$ cat src/hw/rtl/rcq_pkg.sv
// ----------------------------------------------------------------------------
// Range count query package
// Shared constants, request kinds and the query token that walks the cells.
// ----------------------------------------------------------------------------
package rcq_pkg;

   localparam int MAX_POINTS = 1024;

   // Width of the held-point count (must hold MAX_POINTS itself)
   localparam int COUNT_W = $clog2(MAX_POINTS + 1);
   localparam int POINT_W = 32;
   localparam int RESULT_W = 11;

   localparam int REQ_DATA_W = 3 * POINT_W;
   localparam int REQ_USER_W = 2;
   localparam int RSP_DATA_W = ((RESULT_W + 7) / 8) * 8;

   typedef enum logic [REQ_USER_W-1:0] {
      MODE_CLEAR = 2'd0,
      MODE_LOAD  = 2'd1,
      MODE_QUERY = 2'd2
   } mode_type;

   // Partial count travelling down the cell row
   typedef struct packed {
      logic               valid;
      logic [COUNT_W-1:0] count;
   } token_type;

endpackage

$ cat src/hw/rtl/rcq_cell.sv
// ----------------------------------------------------------------------------
// Range count cell
// Holds one point, shifts it on to its neighbour on a load and adds its own
// hit to the query token as the token passes through.
// ----------------------------------------------------------------------------
module rcq_cell (
   input  logic                              clock,
   input  logic                              reset,
   input  logic                              advance,
   input  logic                              shift_en,
   input  logic                              occupied,
   input  logic signed [rcq_pkg::POINT_W-1:0] point_prev,
   output logic signed [rcq_pkg::POINT_W-1:0] point_out,
   input  logic signed [rcq_pkg::POINT_W-1:0] range_low,
   input  logic signed [rcq_pkg::POINT_W-1:0] range_high,
   input  rcq_pkg::token_type                tok_in,
   output rcq_pkg::token_type                tok_out
);

   logic signed [rcq_pkg::POINT_W-1:0] point_ff;
   logic signed [rcq_pkg::POINT_W-1:0] point_in;
   logic                               tok_valid_ff;
   logic                               tok_valid_in;
   logic [rcq_pkg::COUNT_W-1:0]        tok_count_ff;
   logic [rcq_pkg::COUNT_W-1:0]        tok_count_in;
   logic                               hit;

   // Reversed bounds fail one of the two compares, so no extra check
   assign hit = occupied && (point_ff >= range_low) && (point_ff <= range_high);

   always_comb begin
      point_in     = shift_en ? point_prev : point_ff;
      tok_valid_in = advance ? tok_in.valid : tok_valid_ff;
      tok_count_in = advance ? (tok_in.count + rcq_pkg::COUNT_W'(hit)) : tok_count_ff;
   end

   always_ff @(posedge clock) begin
      point_ff     <= point_in;
      tok_count_ff <= tok_count_in;
      if (reset) begin
         tok_valid_ff <= 1'b0;
      end else begin
         tok_valid_ff <= tok_valid_in;
      end
   end

   assign point_out     = point_ff;
   assign tok_out.valid = tok_valid_ff;
   assign tok_out.count = tok_count_ff;

endmodule

$ cat config.mk
export PLATFORM = sky130hd
export DESIGN_NAME = rcq_cell
export DESIGN_NICKNAME = d
export VERILOG_FILES = /design/src/hw/rtl/rcq_pkg.sv /design/src/hw/rtl/rcq_cell.sv
export SDC_FILE = /design/constraint.sdc
export NUM_CORES = 1
export LEC_CHECK = 0
export ABC_AREA = 1
export BUFFER_PORTS_ARGS = -buffer_cell sky130_fd_sc_hd__buf_2
export CORE_MARGIN = 4
export CORE_UTILIZATION = 47
export DETAILED_ROUTE_END_ITERATION = 10
export PLACE_DENSITY = 0.81
export REMOVE_ABC_BUFFERS = 1
export SLEW_MARGIN = 20
export SYNTH_ARGS = -nofsm -noshare
export SYNTH_HDL_FRONTEND = slang
export SYNTH_SLANG_ARGS = --single-unit
$ cat constraint.sdc
create_clock -name clock -period 3.25 [get_ports clock]
set_input_delay 0.65 -clock clock [delete_from_list [all_inputs] [get_ports clock]]
set_output_delay 0.65 -clock clock [all_outputs]
set_load 0.02 [all_outputs]
==> results.cfg <==
[logic_synthesis]
netlist_area_sq_um = 3280
synth_top_area_frac = 0.394
avgSynthCellArea_sq_um = 9.02
synthAdderAreaFrac = 0.252
synthCells = 363
yosysSeqAreaShare = 0.400
ys_types = 27
synthSimpleGateAreaFrac = 0.162
synth_compound_area_frac = 0.0657
synth-xor-area-share = 0.0187
synth-seq-cells = 44
synth_top_family_by_area = adder cells
muxShareOfSynthArea = 0.00306
yosysTopAreaCell = edfxtp_1
synth_area_leaders = edfxtp_1 (39%), ha_1 (25%), inv_1 (9.3%)
yosys_warnings = 0

[setup_path]
path_max_fanout = 3
cp_cell_sequence = ha_1 -> a21oi_1 -> o21ai_0 -> a21oi_1 -> nand2_4 -> nand2_2 -> nand3_1 -> nand2_1 -> nor2_1 -> nor2_1 -> ha_2 -> buf_6 -> nand3_4 -> nor2_2 -> nand2_1 -> nor3_2 -> nand2_1 -> xnor2_1
cp-end-kind = register
cp_common_cell = nand2_1
worstPathRequired_ps = 3310
timing.critical_path.buf_inv = 1
ff2ff_setup_slack_ps = 120
crit_family = simple AND/OR/NAND/NOR gates
critPathKind = reg2reg
ff2ff_path_depth = 18
worst_setup_path_start_kind = register
cp_slowest_cell = edfxtp_1
rr_endpoint = tok_count_ff[9]$_DFFE_PP_
cpPeakStageDelay_ps = 460
arrival_ps = 3190
timing.rr.start = point_out[15]$_DFFE_PP_

[sta]
fin_crit_sh = 0.963
setup_viol = 0
worst_pin_slew_ps = 731
setup_slack_ps = 121
grt_setup_unrepaired = yes
fmaxAchievable_mhz = 320
drv_slew = 0
period_minus_slack_ps = 3130
slew_headroom = 0.512
hold_viol_final = 0
whs_ps = 500
skew_ps = 7.52

[floorplanning]
die_area_sq_um = 8370
start_util = 0.482
ios = 157
core-area_sq_um = 6790
die_h_um = 91.5
fp.dieW_um = 91.5
num_rows = 30

[clock_network]
clk_latency_ps = 300
htree_num_levels = 2
clock-sinks = 44
clockRootBuffer = clkbuf_8
cts_tree = yes
cts_buffer_depth = 2
numCtsBuffers = 5
clk_pin_slew_worst_paths_ps = 90

[worst_hold_path]
hold_path_end = tok_valid_ff$_SDFFE_PP0P_
hold_start = reset
hold_class = in2reg
hold_depth = 2

[drt]
drc = 0
first_iter_violations = 81
wl_per_cell_um = 13.5
num_vias = 3054
drt_pre_antenna_iters = 5
ant_nets = 0
routed_via_density = 4.79
wirelength_um = 8620

[global_routing]
gr-total-overflow = 0
grt_pass1_wl_um = 13000
first_global_vias = 2985
antenna_found_initial = 0
track_usage = 0.192
grt_start_max_net_pins = 33

[layout]
area_growth_syn_to_layout_pct = 37.1
final_layout_size_suffix_gt1_frac = 0.374
layout.nets = 718
multi_input_area_sq_um = 1740
fill_cells = 569
ff_latch_area_sq_um = 1310
layout_common_cells = buf_2 (156), inv_1 (80), nand2_1 (69)
postLayoutCoreUtil = 0.661
layout_commonest_cell = buf_2

[place]
hpwl_um = 7060
io_buffers = 156
post-place-ws_ps = -98.4
place.gp.congestion = 0.935

[run_status]
status = finished clean

[pwr]
p_leak_nw = 2.48
ir_drop_v = 0.000263
p_per_area_nw_per_um2 = 355

[flow_run]
maxCapViolCount = 0
-- synth_stat cells, drive strengths merged --
cell,number
nand3,10
dfxtp,1
nor3,3
a21o,2
ha,66
mux2i,1
nor2,27
xnor2,2
edfxtp,43
buf,1
o21a,2
nand2,73
nor4,2
a21oi,31
clkinv,2
xor2,5
o21ai,6
inv,82
nand4,4
-- stage by stage --
| step | power [mW] | TNS (ps) | std cells | area (sq um) |
|---|---|---|---|---|
| 2_1_floorplan | 0.976 | 0 | 362 | 3270 |
| 3_3_place_gp | 1.14 | 0 | 617 | 4190 |
| 3_5_place_dp | 1.16 | -139 | 617 | 4190 |
| 4_1_cts | 1.59 | 0 | 625 | 4300 |
| 5_1_grt | 1.70 | -640 | 636 | 4490 |
| 6_report | 1.59 | 0 | 637 | 4490 |
-- state kept, by name, summed over array words and instances (netlist names) --
| name | flops |
|---|---|
| tok_count_ff | 11 |
| tok_valid_ff | 1 |
| point_out | 32 |
-- power breakdown --
part	switching [mW]	internal, mW
Sequential	0.0341	0.674
Combinational	0.264	0.202
Clock	0.193	0.228
-- cell type report --
class | instances | area share
clock inverters | 3 | 0.00948
diodes | 1 | 0.000557
clock buffers | 5 | 0.0153
multi-input cells | 234 | 0.387
flip-flops and latches | 44 | 0.292
repair buffers | 170 | 0.199
well taps | 96 | 0.0268
inverters | 84 | 0.0702
-- per-layer routing --
| metal | share of wire | vias up | global-route usage | routed length, um |
|---|---|---|---|---|
| met5 | 0 | - | 0 | 0 |
| met4 | 0.016 | 0 | 0.0603 | 142 |
| met3 | 0.080 | 14 | 0.0597 | 691 |
| met2 | 0.52 | 109 | 0.346 | 4510 |
| met1 | 0.38 | 1396 | 0.212 | 3280 |
| li1 | - | 1535 | - | - |
-- what timing repair did --
item / in CTS / in global routing
resized for setup: 0 / 19
endpoints found under the setup margin: 0 / 4
buffers inserted: 0 / 11
hold buffers: 0 / 0
endpoints found under the hold margin: 0 / 0
-- worst max path at each step --
| stage | from | slack, ps | cells after the start | end |
|---|---|---|---|---|
| 3_5_place_dp | range_high[31] | -100 | 18 | tok_count_ff[10]$_DFFE_PP_ |
| 2_1_floorplan | range_low[31] | 280 | 18 | tok_count_ff[10]$_DFFE_PP_ |
| 4_1_cts | point_out[31]$_DFFE_PP_ | 180 | 17 | tok_count_ff[10]$_DFFE_PP_ |
| 5_1_grt | point_out[27]$_DFFE_PP_ | -170 | 19 | tok_count_ff[9]$_DFFE_PP_ |
| 6_report | point_out[15]$_DFFE_PP_ | 120 | 18 | tok_count_ff[9]$_DFFE_PP_ |
| 3_3_place_gp | range_high[29] | 50 | 18 | tok_count_ff[10]$_DFFE_PP_ |
-- cell families (layout without fill, tap and decap cells) --
family          Yosys count  count (layout)
compound gates           41              41
xor+xnor                  7               7
fa+ha+maj                66              66
buf+inv                  85             262
flops                    44              44
mux                       1               1
other cells               0               1
simple gates            119             119
Power figures use the tool's default switching activity.
